$ cat config.mk
export PLATFORM = sky130hd
export DESIGN_NAME = ogp_rotate
export DESIGN_NICKNAME = d
export VERILOG_FILES = /design/src/design/ogp_pkg.sv /design/src/design/ogp_rotate.sv
export SDC_FILE = /design/constraint.sdc
export NUM_CORES = 2
export LEC_CHECK = 0
export ABC_AREA = 1
export ABC_CLOCK_PERIOD_IN_PS = 7200
export CAP_MARGIN = 20
export CORE_MARGIN = 2
export CORE_UTILIZATION = 35
export DETAILED_ROUTE_END_ITERATION = 8
export DONT_BUFFER_PORTS = 1
export PLACE_DENSITY = 0.47
export SLEW_MARGIN = 20
export SYNTH_ARGS = -nofsm -noshare
export SYNTH_HDL_FRONTEND = slang
export SYNTH_SLANG_ARGS = --single-unit
$ cat constraint.sdc
create_clock -name clk -period 7.2 [get_ports clk]
set_input_delay 0.36 -clock clk [delete_from_list [all_inputs] [get_ports clk]]
set_output_delay 0.36 -clock clk [all_outputs]
set_load 0.02 [all_outputs]
$ cat src/design/ogp_pkg.sv
// ============================================================================
// ogp_pkg
// Shared types, constants and the quarter-wave sine table for the
// orthographic globe projection pipeline.
// ============================================================================
package ogp_pkg;

    // Configuration register indexes.
    localparam logic [1:0] CFG_VIEW_LAT   = 2'd0;
    localparam logic [1:0] CFG_VIEW_LON   = 2'd1;
    localparam logic [1:0] CFG_ZOOM_LEVEL = 2'd2;

    // Radius table, indexed by the clamped zoom level.
    localparam int RADIUS_ENTRIES = 6;
    typedef logic [9:0] radius_tab_t [0:RADIUS_ENTRIES-1];
    localparam radius_tab_t RADIUS_TAB = '{10'd90, 10'd120, 10'd180, 10'd280, 10'd450, 10'd720};

    // One input transaction.
    typedef struct packed {
        logic [15:0] point_lat;
        logic [15:0] point_lon;
    } point_t;

    // One result transaction.
    typedef struct packed {
        logic       visible;
        logic [7:0] screen_x;
        logic [7:0] screen_y;
    } result_t;

    // Sine and cosine terms handed from the lookup stages to the rotation stages.
    typedef struct packed {
        logic signed [15:0] sp;
        logic signed [15:0] cp;
        logic signed [15:0] sd;
        logic signed [15:0] cd;
        logic signed [15:0] sc;
        logic signed [15:0] cc;
    } trig_t;

    // Rotated point handed from the rotation stages to the screen stages.
    typedef struct packed {
        logic               front;
        logic signed [15:0] u;
        logic signed [15:0] v;
    } proj_t;

    // Quarter-wave table of round(16384*sin(k*90deg/1024)), k = 0..1024.
    localparam int SINE_LAST = 1024;
    typedef logic [14:0] sine_tab_t [0:SINE_LAST];

    // pi/2048 in Q62.
    localparam logic [63:0] SINE_STEP = 64'h3243F6A8885A308D >> 9;

    // Product of two unsigned Q62 values, kept in Q62.
    function automatic logic [63:0] mul_q62(input logic [63:0] a, input logic [63:0] b);
        logic [127:0] p;
        p = {64'd0, a} * {64'd0, b};
        return p[125:62];
    endfunction

    // Taylor series evaluated once per entry at elaboration.
    function automatic sine_tab_t build_sine_tab();
        sine_tab_t   t;
        logic [63:0] x;
        logic [63:0] x2;
        logic [63:0] term;
        logic [63:0] sum;
        for (int k = 0; k <= SINE_LAST; k++)
        begin
            x    = SINE_STEP * 64'(k);
            x2   = mul_q62(x, x);
            term = x;
            sum  = x;
            term = mul_q62(term, x2) / 64'd6;   sum = sum - term;
            term = mul_q62(term, x2) / 64'd20;  sum = sum + term;
            term = mul_q62(term, x2) / 64'd42;  sum = sum - term;
            term = mul_q62(term, x2) / 64'd72;  sum = sum + term;
            term = mul_q62(term, x2) / 64'd110; sum = sum - term;
            term = mul_q62(term, x2) / 64'd156; sum = sum + term;
            term = mul_q62(term, x2) / 64'd210; sum = sum - term;
            term = mul_q62(term, x2) / 64'd272; sum = sum + term;
            term = mul_q62(term, x2) / 64'd342; sum = sum - term;
            term = mul_q62(term, x2) / 64'd420; sum = sum + term;
            term = mul_q62(term, x2) / 64'd506; sum = sum - term;
            term = mul_q62(term, x2) / 64'd600; sum = sum + term;
            term = mul_q62(term, x2) / 64'd702; sum = sum - term;
            t[k] = 15'((sum + (64'd1 << 47)) >> 48);
        end
        return t;
    endfunction

    localparam sine_tab_t SINE_TAB = build_sine_tab();

    // Full-circle sine of a 16-bit angle, Q14.
    function automatic logic signed [15:0] sin_lookup(input logic [15:0] a);
        logic [10:0]        idx;
        logic signed [15:0] v;
        idx = a[14] ? (11'd1024 - {1'b0, a[13:4]}) : {1'b0, a[13:4]};
        v   = signed'({1'b0, SINE_TAB[idx]});
        return a[15] ? -v : v;
    endfunction

    // Full-circle cosine of a 16-bit angle, Q14.
    function automatic logic signed [15:0] cos_lookup(input logic [15:0] a);
        return sin_lookup(a + 16'h4000);
    endfunction

endpackage

$ cat src/design/ogp_rotate.sv
// ============================================================================
// ogp_rotate
// Stages 3 to 5: rotates the point on the unit sphere into view coordinates
// and decides whether it lies on the front hemisphere.
// ============================================================================
module ogp_rotate
(
    input  logic              clk,
    input  logic              rst_n,
    input  logic              in_valid,
    input  ogp_pkg::trig_t    trig,
    output logic              out_valid,
    output ogp_pkg::proj_t    proj
);

    logic                      s3_valid_reg;
    logic                      s4_valid_reg;
    logic                      s5_valid_reg;

    logic signed [31:0]        pc_prod;
    logic signed [31:0]        u_prod;
    logic signed [15:0]        pc_reg;
    logic signed [15:0]        u3_reg;
    logic signed [15:0]        sp3_reg;
    logic signed [15:0]        sc3_reg;
    logic signed [15:0]        cc3_reg;

    logic signed [31:0]        ccpc_reg;
    logic signed [31:0]        scsp_reg;
    logic signed [31:0]        ccsp_reg;
    logic signed [31:0]        scpc_reg;
    logic signed [15:0]        u4_reg;

    logic signed [32:0]        depth_sum;
    logic signed [31:0]        v_diff;
    ogp_pkg::proj_t            proj_next;
    ogp_pkg::proj_t            proj_reg;

    // Valid bits of the three stages.
    always_ff @(posedge clk or negedge rst_n)
    begin
        if (!rst_n)
        begin
            s3_valid_reg <= 1'b0;
            s4_valid_reg <= 1'b0;
            s5_valid_reg <= 1'b0;
        end
        else
        begin
            s3_valid_reg <= in_valid;
            s4_valid_reg <= s3_valid_reg;
            s5_valid_reg <= s4_valid_reg;
        end
    end

    // Stage 3 products: cos(lat)*cos(dlon) and cos(lat)*sin(dlon), Q14.
    assign pc_prod = trig.cp * trig.cd;
    assign u_prod  = trig.cp * trig.sd;

    // Stage 5: depth test and vertical component.
    always_comb
    begin
        depth_sum       = 33'(ccpc_reg) + 33'(scsp_reg);
        v_diff          = ccsp_reg - scpc_reg;
        proj_next.front = !depth_sum[32];
        proj_next.u     = u4_reg;
        proj_next.v     = v_diff[29:14];
    end

    // Payload registers of stages 3 to 5.
    always_ff @(posedge clk)
    begin
        pc_reg   <= pc_prod[29:14];
        u3_reg   <= u_prod[29:14];
        sp3_reg  <= trig.sp;
        sc3_reg  <= trig.sc;
        cc3_reg  <= trig.cc;

        ccpc_reg <= cc3_reg * pc_reg;
        scsp_reg <= sc3_reg * sp3_reg;
        ccsp_reg <= cc3_reg * sp3_reg;
        scpc_reg <= sc3_reg * pc_reg;
        u4_reg   <= u3_reg;

        proj_reg <= proj_next;
    end

    assign out_valid = s5_valid_reg;
    assign proj      = proj_reg;

endmodule

==> reports/summary.txt <==
CTS tree: yes
commonest non-fill, non-tap cell in the layout: sky130_fd_sc_hd__inv_1
mean instance size in the synthesized netlist: 7.75 um2
top-level I/O count: 133
Cell Count Post-Placement: 11300
largest net degree at the start of global routing: 35
Core Area: 195000 um2
die outline area: 200000 um2
share of final-layout standard cells stronger than drive strength 1: 0.0230
number of vias per cell: 4.60
Chip Width: 448 um
via count of the first global-routing pass: 57800
startpoint of the worst-slack reg-to-reg timing path: sp3_reg[15]
endpoint of the worst hold path: cc3_reg[9]
commonest cells after routing, fill and taps aside: sky130_fd_sc_hd__inv_1 (2754), sky130_fd_sc_hd__nand2_1 (2261), sky130_fd_sc_hd__fa_1 (1514)
total routing usage reported by global routing: 0.216
maximum clock skew at final layout: 0.0789 ns
class of the tightest hold or removal check: primary input to register
headroom to the max-slew limit: 0.323
slew of the pin with the lowest slew margin: 1.01 ns
Min-Delay Path Depth: 1
clock-pin slew of the registers on the worst-case setup and hold paths: 0.06 ns
setup TNS: 0 ns
Routed Antenna Nets: 0
total number of yosys warnings: 0
routed wire length: 206 mm
Distinct cells, synth: 41
global-route wire length before repair: 334 mm
cell area after technology mapping: 68900 um2
global route total overflow: 0
worst slack on hold paths: 0.268 ns
number of flip-flops in the largest register: 33
last weighted congestion value of the routability-driven placer: 0.883
die height: 448 um
number of flip-flops and latches in the synthesized netlist: 256
detailed-route wire length per cell: 18.0 um
final setup fails: 0
number of endpoints with negative hold slack in the final report: 0
Critical Path Source Type: register
Critical Setup Path Class: register to register
number of clock sinks: 256
number of vias after detailed routing: 52600
Port Buffer Count: 0
number of flops mapped to enable cells by yosys: 0
CTS root buf: sky130_fd_sc_hd__clkbuf_16
unrepaired setup endpoints after global routing: false
Min Clock Period, post-route: 6.92 ns
total CTS buffers: 37
synthesized instance count: 8891
worst min-delay path startpoint: trig[9]
part of the Yosys area used for sequential elements: 0.0746
endpoint arrival time on the critical path: 7.38 ns
Starting Density: 0.353
Worst R2R Setup Slack: 0.28 ns
deepest level of the CTS H-tree: 2
number of detailed-route iterations in the first pass: 6
FP Rows: 162
number of remaining DRC errors: 0
antenna violations before repair: 10
number of violations of the max-capacitance limit: 0
commonest register cell after synthesis: sky130_fd_sc_hd__dfxtp_1
cell depth of the worst flop-to-flop path: 18
maximum buffer depth of the clock tree: 3
data required time of the critical path: 7.66 ns
filler-free cell count of the finished design: 11400
number of nets in the finished design: 10900
nature of the critical path endpoint: register
# hold bufs at CTS: 51
endpoint of the lowest-slack register-to-register path: scsp_reg[24]
Gates resized, CTS repair: 0
clock latency reported for the late side of the worst-skew pair: 0.65 ns
fraction of registers with async set/reset: 0.0117
Synth-to-Final Area Change: 7.10%
status: finished clean
worst-path maximum fanout: 22
HPWL Detailed: 172 mm
maximum operating frequency: 144 MHz
number of DRC violations after detailed-routing iteration 0: 3246
share of the clock period used by the worst path after layout: 0.961
syn nets: 11000
number of buffers inserted by post-CTS setup repair: 0
number of pins with negative max-slew slack in the final report: 0
area by class of cell:
type,instances,area [um2]
well taps,2624,3280
inverters,2756,10300
clock buffers,48,1040
diodes,5,12.5
flip-flops and latches,256,5140
multi-input cells,5576,52300
fillers,20600,121000
repair buffers,161,1400
clock inverters,18,305
cell usage after synthesis (5+ instances only):
cell,count,share of area
sky130_fd_sc_hd__inv_1,2754,0.15
sky130_fd_sc_hd__nand2_1,2261,0.12
sky130_fd_sc_hd__fa_1,1514,0.44
sky130_fd_sc_hd__ha_1,533,0.097
sky130_fd_sc_hd__nor2_1,358,0.019
sky130_fd_sc_hd__clkbuf_1,284,0.015
sky130_fd_sc_hd__dfxtp_1,253,0.073
sky130_fd_sc_hd__a21oi_1,218,0.016
sky130_fd_sc_hd__nand3_1,180,0.013
sky130_fd_sc_hd__o21ai_0,133,0.0097
sky130_fd_sc_hd__xor2_1,110,0.014
sky130_fd_sc_hd__nand4_1,52,0.0047
sky130_fd_sc_hd__nor3_1,36,0.0026
sky130_fd_sc_hd__xnor2_1,32,0.0041
sky130_fd_sc_hd__o21bai_1,26,0.0028
sky130_fd_sc_hd__a21o_1,23,0.0025
sky130_fd_sc_hd__nand3b_1,15,0.0016
sky130_fd_sc_hd__o21a_1,14,0.0015
sky130_fd_sc_hd__buf_1,10,0.00054
sky130_fd_sc_hd__a21boi_0,9,0.00098
sky130_fd_sc_hd__a31oi_1,9,0.00082
sky130_fd_sc_hd__nand2_2,9,0.00082
sky130_fd_sc_hd__or2_2,8,0.00073
sky130_fd_sc_hd__buf_2,7,0.00051
sky130_fd_sc_hd__nor4_1,6,0.00054
sky130_fd_sc_hd__and3_1,5,0.00045
sky130_fd_sc_hd__nor2_2,5,0.00045
layer usage:
layer	up-vias	global-route usage	wire, um
li1	24900	-	-
met1	26400	0.296	91900
met2	1142	0.367	99500
met3	192	0.0251	10300
met4	6	0.0431	4340
met5	-	0	37
metrics by stage:
stage / instance area (um2) / utilization / setup WS, ns
floorplan: 68900 / - / 1.60
global placement: 71900 / 0.369 / 0.167
detailed placement: 71900 / 0.369 / 0.374
CTS: 73800 / 0.378 / 0.330
global route: 73800 / 0.378 / 0.0609
finish: 73800 / 0.378 / 0.278
worst max-delay path by stage:
stage	end	startpoint
floorplan	pc_reg[15]	trig[79]
global placement	scsp_reg[22]	sp3_reg[15]
detailed placement	scsp_reg[22]	sp3_reg[15]
CTS	scsp_reg[22]	sp3_reg[15]
global route	scsp_reg[24]	sp3_reg[15]
finish	scsp_reg[24]	sp3_reg[15]
logic make-up after synthesis:
| kind of cell | Yosys count | share of synthesized area |
|---|---|---|
| buf+inv | 3059 | 0.167 |
| flops | 256 | 0.0746 |
| simple gates | 2947 | 0.169 |
| compound gates | 440 | 0.0350 |
| fa+ha+maj | 2047 | 0.537 |
| xor+xnor | 142 | 0.0180 |
critical path, cell delays in order, from the launching register on:
cell,delay (ns)
sky130_fd_sc_hd__dfxtp_1,0.86
sky130_fd_sc_hd__inv_1,0.38
sky130_fd_sc_hd__buf_4,0.36
sky130_fd_sc_hd__or2_2,0.32
sky130_fd_sc_hd__fa_1,0.46
sky130_fd_sc_hd__fa_1,0.51
sky130_fd_sc_hd__fa_1,0.42
sky130_fd_sc_hd__fa_1,0.51
sky130_fd_sc_hd__fa_1,0.42
sky130_fd_sc_hd__fa_1,0.49
sky130_fd_sc_hd__inv_1,0.05
sky130_fd_sc_hd__ha_1,0.40
sky130_fd_sc_hd__a21oi_1,0.44
sky130_fd_sc_hd__o21ai_0,0.28
sky130_fd_sc_hd__a21oi_1,0.21
sky130_fd_sc_hd__nand3_1,0.18
sky130_fd_sc_hd__nand2_1,0.10
sky130_fd_sc_hd__inv_1,0.04
sky130_fd_sc_hd__nor2_1,0.31
Power is not shown: default switching activity piles up to over one toggle a cycle in this logic, so the estimate is an artifact.
