<file path="src/design/ogp_pkg.sv">
// ============================================================================
// ogp_pkg
// Shared types, constants and the quarter-wave sine table for the
// orthographic globe projection pipeline.
// ============================================================================
package ogp_pkg;

    // Configuration register indexes.
    localparam logic [1:0] CFG_VIEW_LAT   = 2'd0;
    localparam logic [1:0] CFG_VIEW_LON   = 2'd1;
    localparam logic [1:0] CFG_ZOOM_LEVEL = 2'd2;

    // Radius table, indexed by the clamped zoom level.
    localparam int RADIUS_ENTRIES = 6;
    typedef logic [9:0] radius_tab_t [0:RADIUS_ENTRIES-1];
    localparam radius_tab_t RADIUS_TAB = '{10'd90, 10'd120, 10'd180, 10'd280, 10'd450, 10'd720};

    // One input transaction.
    typedef struct packed {
        logic [15:0] point_lat;
        logic [15:0] point_lon;
    } point_t;

    // One result transaction.
    typedef struct packed {
        logic       visible;
        logic [7:0] screen_x;
        logic [7:0] screen_y;
    } result_t;

    // Sine and cosine terms handed from the lookup stages to the rotation stages.
    typedef struct packed {
        logic signed [15:0] sp;
        logic signed [15:0] cp;
        logic signed [15:0] sd;
        logic signed [15:0] cd;
        logic signed [15:0] sc;
        logic signed [15:0] cc;
    } trig_t;

    // Rotated point handed from the rotation stages to the screen stages.
    typedef struct packed {
        logic               front;
        logic signed [15:0] u;
        logic signed [15:0] v;
    } proj_t;

    // Quarter-wave table of round(16384*sin(k*90deg/1024)), k = 0..1024.
    localparam int SINE_LAST = 1024;
    typedef logic [14:0] sine_tab_t [0:SINE_LAST];

    // pi/2048 in Q62.
    localparam logic [63:0] SINE_STEP = 64'h3243F6A8885A308D >> 9;

    // Product of two unsigned Q62 values, kept in Q62.
    function automatic logic [63:0] mul_q62(input logic [63:0] a, input logic [63:0] b);
        logic [127:0] p;
        p = {64'd0, a} * {64'd0, b};
        return p[125:62];
    endfunction

    // Taylor series evaluated once per entry at elaboration.
    function automatic sine_tab_t build_sine_tab();
        sine_tab_t   t;
        logic [63:0] x;
        logic [63:0] x2;
        logic [63:0] term;
        logic [63:0] sum;
        for (int k = 0; k <= SINE_LAST; k++)
        begin
            x    = SINE_STEP * 64'(k);
            x2   = mul_q62(x, x);
            term = x;
            sum  = x;
            term = mul_q62(term, x2) / 64'd6;   sum = sum - term;
            term = mul_q62(term, x2) / 64'd20;  sum = sum + term;
            term = mul_q62(term, x2) / 64'd42;  sum = sum - term;
            term = mul_q62(term, x2) / 64'd72;  sum = sum + term;
            term = mul_q62(term, x2) / 64'd110; sum = sum - term;
            term = mul_q62(term, x2) / 64'd156; sum = sum + term;
            term = mul_q62(term, x2) / 64'd210; sum = sum - term;
            term = mul_q62(term, x2) / 64'd272; sum = sum + term;
            term = mul_q62(term, x2) / 64'd342; sum = sum - term;
            term = mul_q62(term, x2) / 64'd420; sum = sum + term;
            term = mul_q62(term, x2) / 64'd506; sum = sum - term;
            term = mul_q62(term, x2) / 64'd600; sum = sum + term;
            term = mul_q62(term, x2) / 64'd702; sum = sum - term;
            t[k] = 15'((sum + (64'd1 << 47)) >> 48);
        end
        return t;
    endfunction

    localparam sine_tab_t SINE_TAB = build_sine_tab();

    // Full-circle sine of a 16-bit angle, Q14.
    function automatic logic signed [15:0] sin_lookup(input logic [15:0] a);
        logic [10:0]        idx;
        logic signed [15:0] v;
        idx = a[14] ? (11'd1024 - {1'b0, a[13:4]}) : {1'b0, a[13:4]};
        v   = signed'({1'b0, SINE_TAB[idx]});
        return a[15] ? -v : v;
    endfunction

    // Full-circle cosine of a 16-bit angle, Q14.
    function automatic logic signed [15:0] cos_lookup(input logic [15:0] a);
        return sin_lookup(a + 16'h4000);
    endfunction

endpackage

</file>
<file path="src/design/ogp_screen.sv">
// ============================================================================
// ogp_screen
// Stages 6 and 7: scales the rotated point by the zoom radius, moves it to
// the screen center and applies the back-face and margin checks.
// ============================================================================
module ogp_screen
#(
    parameter int SCREEN_W    = 256,
    parameter int SCREEN_H    = 192,
    parameter int CENTER_X    = 128,
    parameter int CENTER_Y    = 96,
    parameter int ZOOM_LEVELS = 6
)
(
    input  logic              clk,
    input  logic              rst_n,
    input  logic              in_valid,
    input  ogp_pkg::proj_t    proj,
    input  logic [2:0]        zoom_level,
    output logic              out_valid,
    output ogp_pkg::result_t  result
);

    localparam int ZOOM_LAST =
        ((ZOOM_LEVELS < ogp_pkg::RADIUS_ENTRIES) ? ZOOM_LEVELS : ogp_pkg::RADIUS_ENTRIES) - 1;
    localparam logic [2:0]         ZoomLastIdx = 3'(ZOOM_LAST);
    localparam logic signed [17:0] CenterX     = 18'(CENTER_X);
    localparam logic signed [17:0] CenterY     = 18'(CENTER_Y);
    localparam logic signed [17:0] MaxX        = 18'(SCREEN_W - 2);
    localparam logic signed [17:0] MaxY        = 18'(SCREEN_H - 2);
    localparam logic signed [17:0] MinPos      = 18'sd1;

    logic                s6_valid_reg;
    logic                s7_valid_reg;
    logic [2:0]          zoom_idx;
    logic signed [11:0]  radius;
    logic signed [31:0]  ru_reg;
    logic signed [31:0]  rv_reg;
    logic                front_reg;
    logic signed [15:0]  dx;
    logic signed [15:0]  dy;
    logic signed [17:0]  px;
    logic signed [17:0]  py;
    logic                on_screen;
    ogp_pkg::result_t    result_next;
    ogp_pkg::result_t    result_reg;

    // Valid bits of both stages.
    always_ff @(posedge clk or negedge rst_n)
    begin
        if (!rst_n)
        begin
            s6_valid_reg <= 1'b0;
            s7_valid_reg <= 1'b0;
        end
        else
        begin
            s6_valid_reg <= in_valid;
            s7_valid_reg <= s6_valid_reg;
        end
    end

    // Zoom levels past the last usable entry (table end or ZOOM_LEVELS) use that entry.
    assign zoom_idx = (zoom_level < ZoomLastIdx) ? zoom_level : ZoomLastIdx;
    assign radius   = signed'({2'b00, ogp_pkg::RADIUS_TAB[zoom_idx]});

    // Stage 7: pixel position and visibility.
    always_comb
    begin
        dx        = ru_reg[29:14];
        dy        = rv_reg[29:14];
        px        = CenterX + 18'(dx);
        py        = CenterY + 18'(dy);
        on_screen = (px >= MinPos) && (px <= MaxX) && (py >= MinPos) && (py <= MaxY);
        if (front_reg && on_screen)
        begin
            result_next.visible  = 1'b1;
            result_next.screen_x = px[7:0];
            result_next.screen_y = py[7:0];
        end
        else
        begin
            result_next.visible  = 1'b0;
            result_next.screen_x = 8'd0;
            result_next.screen_y = 8'd0;
        end
    end

    // Payload registers.
    always_ff @(posedge clk)
    begin
        ru_reg     <= radius * proj.u;
        rv_reg     <= radius * proj.v;
        front_reg  <= proj.front;
        result_reg <= result_next;
    end

    assign out_valid = s7_valid_reg;
    assign result    = result_reg;

endmodule

</file>
<file path="config.mk">
export PLATFORM = sky130hd
export DESIGN_NAME = ogp_screen
export DESIGN_NICKNAME = d
export VERILOG_FILES = /design/src/design/ogp_pkg.sv /design/src/design/ogp_screen.sv
export SDC_FILE = /design/constraint.sdc
export NUM_CORES = 1
export LEC_CHECK = 0
export BUFFER_PORTS_ARGS = -buffer_cell sky130_fd_sc_hd__buf_2
export CORE_MARGIN = 10
export CORE_UTILIZATION = 60
export DETAILED_ROUTE_END_ITERATION = 12
export GPL_TIMING_DRIVEN = 0
export PLACE_DENSITY = 0.78
export RECOVER_POWER = 50
export SYNTH_ARGS = -nofsm -noshare
export SYNTH_HDL_FRONTEND = slang
export SYNTH_SLANG_ARGS = --single-unit
</file>
<file path="constraint.sdc">
create_clock -name clk -period 2.9 [get_ports clk]
set_input_delay 0 -clock clk [delete_from_list [all_inputs] [get_ports clk]]
set_output_delay 0 -clock clk [all_outputs]
set_load 0.005 [all_outputs]
</file>
==> impl_metrics.yaml <==
worst_setup_path:
  regToRegEndpoint: "result[2]"
  rr_startpoint: "rv_reg[19]"
  worstSetupPathType: "primary input to register"
  reg2reg_setup_slack_ps: 110
  worstRegToRegCells: 10
  cp-start-kind: "primary input"
  crit_arrival_ps: 5600
  path_max_fanout: 10
  setup.worst_path.end_class: "register"
  critPathRequiredTime_ps: 3130
floorplan:
  dieArea_mm2: 0.02612
  row_count: 51
  core_area_mm2: 0.01959
  starting_density_of_the_core: 0.6142
  floorplan.die.width_um: 161.6
  die_height_um: 161.6
  top_level_ports: 57
synthesis:
  postSynthCellCount: 1328
  netlist-cell-type-count: 53
  synth-seq-area-share: 0.07737
  synth.cell_area_mm2: 0.01203
  count_of_state_elements_after_synthesis: 46
  synth.net_count: 1764
  yosysMostFrequentCell: "sky130_fd_sc_hd__inv_1"
  top_cell_type_by_total_area_after_synthesis: "sky130_fd_sc_hd__fa_1"
  synth_edf_count: 0
  leading_cell_types_by_count_after_synthesis: "323 x sky130_fd_sc_hd__inv_1, 242 x sky130_fd_sc_hd__fa_1, 155 x sky130_fd_sc_hd__ha_1"
  synth_top_area_frac: 0.4027
  async_reset_ff_frac: 0.04348
  ys_top_cells_by_area: "sky130_fd_sc_hd__fa_1 40%, sky130_fd_sc_hd__ha_1 16%, sky130_fd_sc_hd__inv_1 10%"
  ys.warnings.count: 0
  syn_avg_cell_area_um2: 9.060
  synth_ff_type: "sky130_fd_sc_hd__dfxtp_1"
sta:
  worst_hold_slack_ps: 37.89
  maxSlewViolCount: 0
  finalCriticalPeriod_ps: 5372
  rsz0062_at_grt: "yes"
  finalClockSkew_ps: 5.964
  timing.final.crit_share: 1.852
  finalHoldViolCount: 0
  setup_slack_ps: -2472
  timing.max_slew.rel_slack: 0.4840
  clock.fmax_mhz: 186.1
  tightestPinTransition_ps: 772.4
  setup_violations: 26
  fin_setup_tns_ps: -58060
power_and_ir_drop:
  worst_ir_drop_vdd_v: 0.001198
  power_per_cell_area_mw_per_mm2: 971.0
  total_leakage_power_nw: 7.217
  report.power.total_mw: 13.75
clock_tree:
  clock-root-buffer: "sky130_fd_sc_hd__clkbuf_16"
  clk_latency_ps: 290
  tritoncts.num_buffers: 5
  htree_num_levels: 2
  clock_tree_from_tritoncts: "done"
  cts.path.max_buffers: 2
  path_clk_slew_ps: 60
  numClockSinks: 46
grt:
  grt_overflow_total: 0
  grt_antenna_before_repair: 1
  grt_pass1_wl_um: 48950
  grt_start_max_net_pins: 15
  gr-usage-all-layers: 0.2273
  first_global_vias: 10137
final_layout:
  largest_reg_flops: 17
  layout.nets: 1873
  layout.cell_area.non_filler_mm2: 0.01416
  share_of_layout_cells_above_drive_strength_1: 0.1780
  area_delta_synth_final_pct: 17.67
outcome:
  violations: "negative setup slack"
  outcome: "finished with violations"
placed_design:
  io_buffers: 43
  dp_hpwl_um: 22950
  placed_area_mm2: 0.01281
  gp_routability_congestion: 0.9530
drt:
  final_antenna_net_count: 0
  average_via_count_per_standard_cell: 5.398
  wl_per_cell_um: 17.01
  drt_first_pass_iters: 5
  routed_wl_um: 28980
  drtIter0Drc: 467
  dr_total_vias: 9198
  route.detailed.drc: 0
worst_hold_path:
  timing.hold.worst.class: "primary input to async pin"
run:
  cap_violations: 0
[critical path, cell delays in order]
cell	delay, ps
sky130_fd_sc_hd__buf_12	120
sky130_fd_sc_hd__a21o_1	190
sky130_fd_sc_hd__inv_2	80
sky130_fd_sc_hd__ha_4	160
sky130_fd_sc_hd__nor2b_4	180
sky130_fd_sc_hd__buf_4	130
sky130_fd_sc_hd__buf_8	130
sky130_fd_sc_hd__nand2_2	90
sky130_fd_sc_hd__fa_2	670
sky130_fd_sc_hd__inv_2	80
sky130_fd_sc_hd__fa_1	540
sky130_fd_sc_hd__fa_1	430
sky130_fd_sc_hd__fa_1	470
sky130_fd_sc_hd__fa_1	500
sky130_fd_sc_hd__ha_2	310
sky130_fd_sc_hd__a21oi_2	130
sky130_fd_sc_hd__o21ai_1	110
sky130_fd_sc_hd__a221o_1	350
sky130_fd_sc_hd__a21oi_2	180
sky130_fd_sc_hd__or3b_4	420
sky130_fd_sc_hd__a31oi_4	170
sky130_fd_sc_hd__xnor2_1	130
[metal layers]
layer / vias to the layer above / track usage / routed length, µm
li1: 4207 / - / -
met1: 4659 / 0.2857 / 11890
met2: 261 / 0.4039 / 14780
met3: 69 / 0.03635 / 1566
met4: 2 / 0.04673 / 731
met5: - / 0 / 7
[how the worst max path moves through the flow]
stage,end,slack (ps),startpoint,cells past startpoint
2_1_floorplan,rv_reg[26],-2660,zoom_level[2],25
3_3_place_gp,rv_reg[26],-3800,zoom_level[2],25
3_5_place_dp,rv_reg[26],-3850,zoom_level[2],25
4_1_cts,rv_reg[26],-2500,zoom_level[2],24
5_1_grt,rv_reg[26],-2660,zoom_level[2],22
6_report,rv_reg[26],-2470,zoom_level[2],22
[logic make-up after synthesis]
logic type	after synthesis	synth area share
compound gates	97	0.05460
xor+xnor	37	0.02693
fa+ha+maj	397	0.5639
buf+inv	366	0.1143
flops	46	0.07737
simple gates	385	0.1630
[layout make-up]
type                            instances  area (µm²)
Fill cell                            1441        5433
Timing Repair Buffer                  106       749.5
Antenna cell                            1       2.502
Tap cell                              265       331.6
Clock buffer                            6       128.9
Buffer                                 39       274.0
Multi-Input combinational cell        916       10500
Inverter                              323        1231
Sequential cell                        46       930.9
Clock inverter                          2       10.01
[cells in the final DEF (no fill, tap or decap), types with 9 or more instances in the layout]
| cell type | instances |
|---|---|
| sky130_fd_sc_hd__nand2_1 | 141 |
| sky130_fd_sc_hd__and2_4 | 9 |
| sky130_fd_sc_hd__and2_1 | 92 |
| sky130_fd_sc_hd__nand3_1 | 9 |
| sky130_fd_sc_hd__ha_4 | 17 |
| sky130_fd_sc_hd__buf_4 | 48 |
| sky130_fd_sc_hd__nor2b_1 | 64 |
| sky130_fd_sc_hd__inv_1 | 307 |
| sky130_fd_sc_hd__o21ai_0 | 10 |
| sky130_fd_sc_hd__fa_2 | 14 |
| sky130_fd_sc_hd__buf_6 | 14 |
| sky130_fd_sc_hd__nor2_1 | 20 |
| sky130_fd_sc_hd__a21oi_1 | 9 |
| sky130_fd_sc_hd__xnor2_1 | 27 |
| sky130_fd_sc_hd__a21oi_2 | 12 |
| sky130_fd_sc_hd__inv_2 | 14 |
| sky130_fd_sc_hd__buf_2 | 31 |
| sky130_fd_sc_hd__ha_1 | 135 |
| sky130_fd_sc_hd__fa_1 | 228 |
| sky130_fd_sc_hd__clkbuf_1 | 19 |
| sky130_fd_sc_hd__dfxtp_1 | 44 |
| sky130_fd_sc_hd__buf_1 | 11 |
[report_power, final]
group,switching (mW),internal [mW]
registers,0.157,0.944
logic,6.40,5.70
clock network,0.233,0.316
[stage by stage]
stage,utilization,cells,worst slack [ps]
2_1_floorplan,-,1328,-2656
3_3_place_gp,0.6541,1636,-3801
3_5_place_dp,0.6541,1636,-3849
4_1_cts,0.7067,1685,-2504
5_1_grt,0.7226,1703,-2655
6_report,0.7227,1704,-2472
[timing repair]
action	in CTS	in global routing
cloned	0	0
resized for setup	140	49
setup buffers	41	21
hold endpoints to repair	4	0
endpoints found under the setup margin	36	36
pin swaps	70	65
hold buffers	3	0
Power figures use the tool's default switching activity.
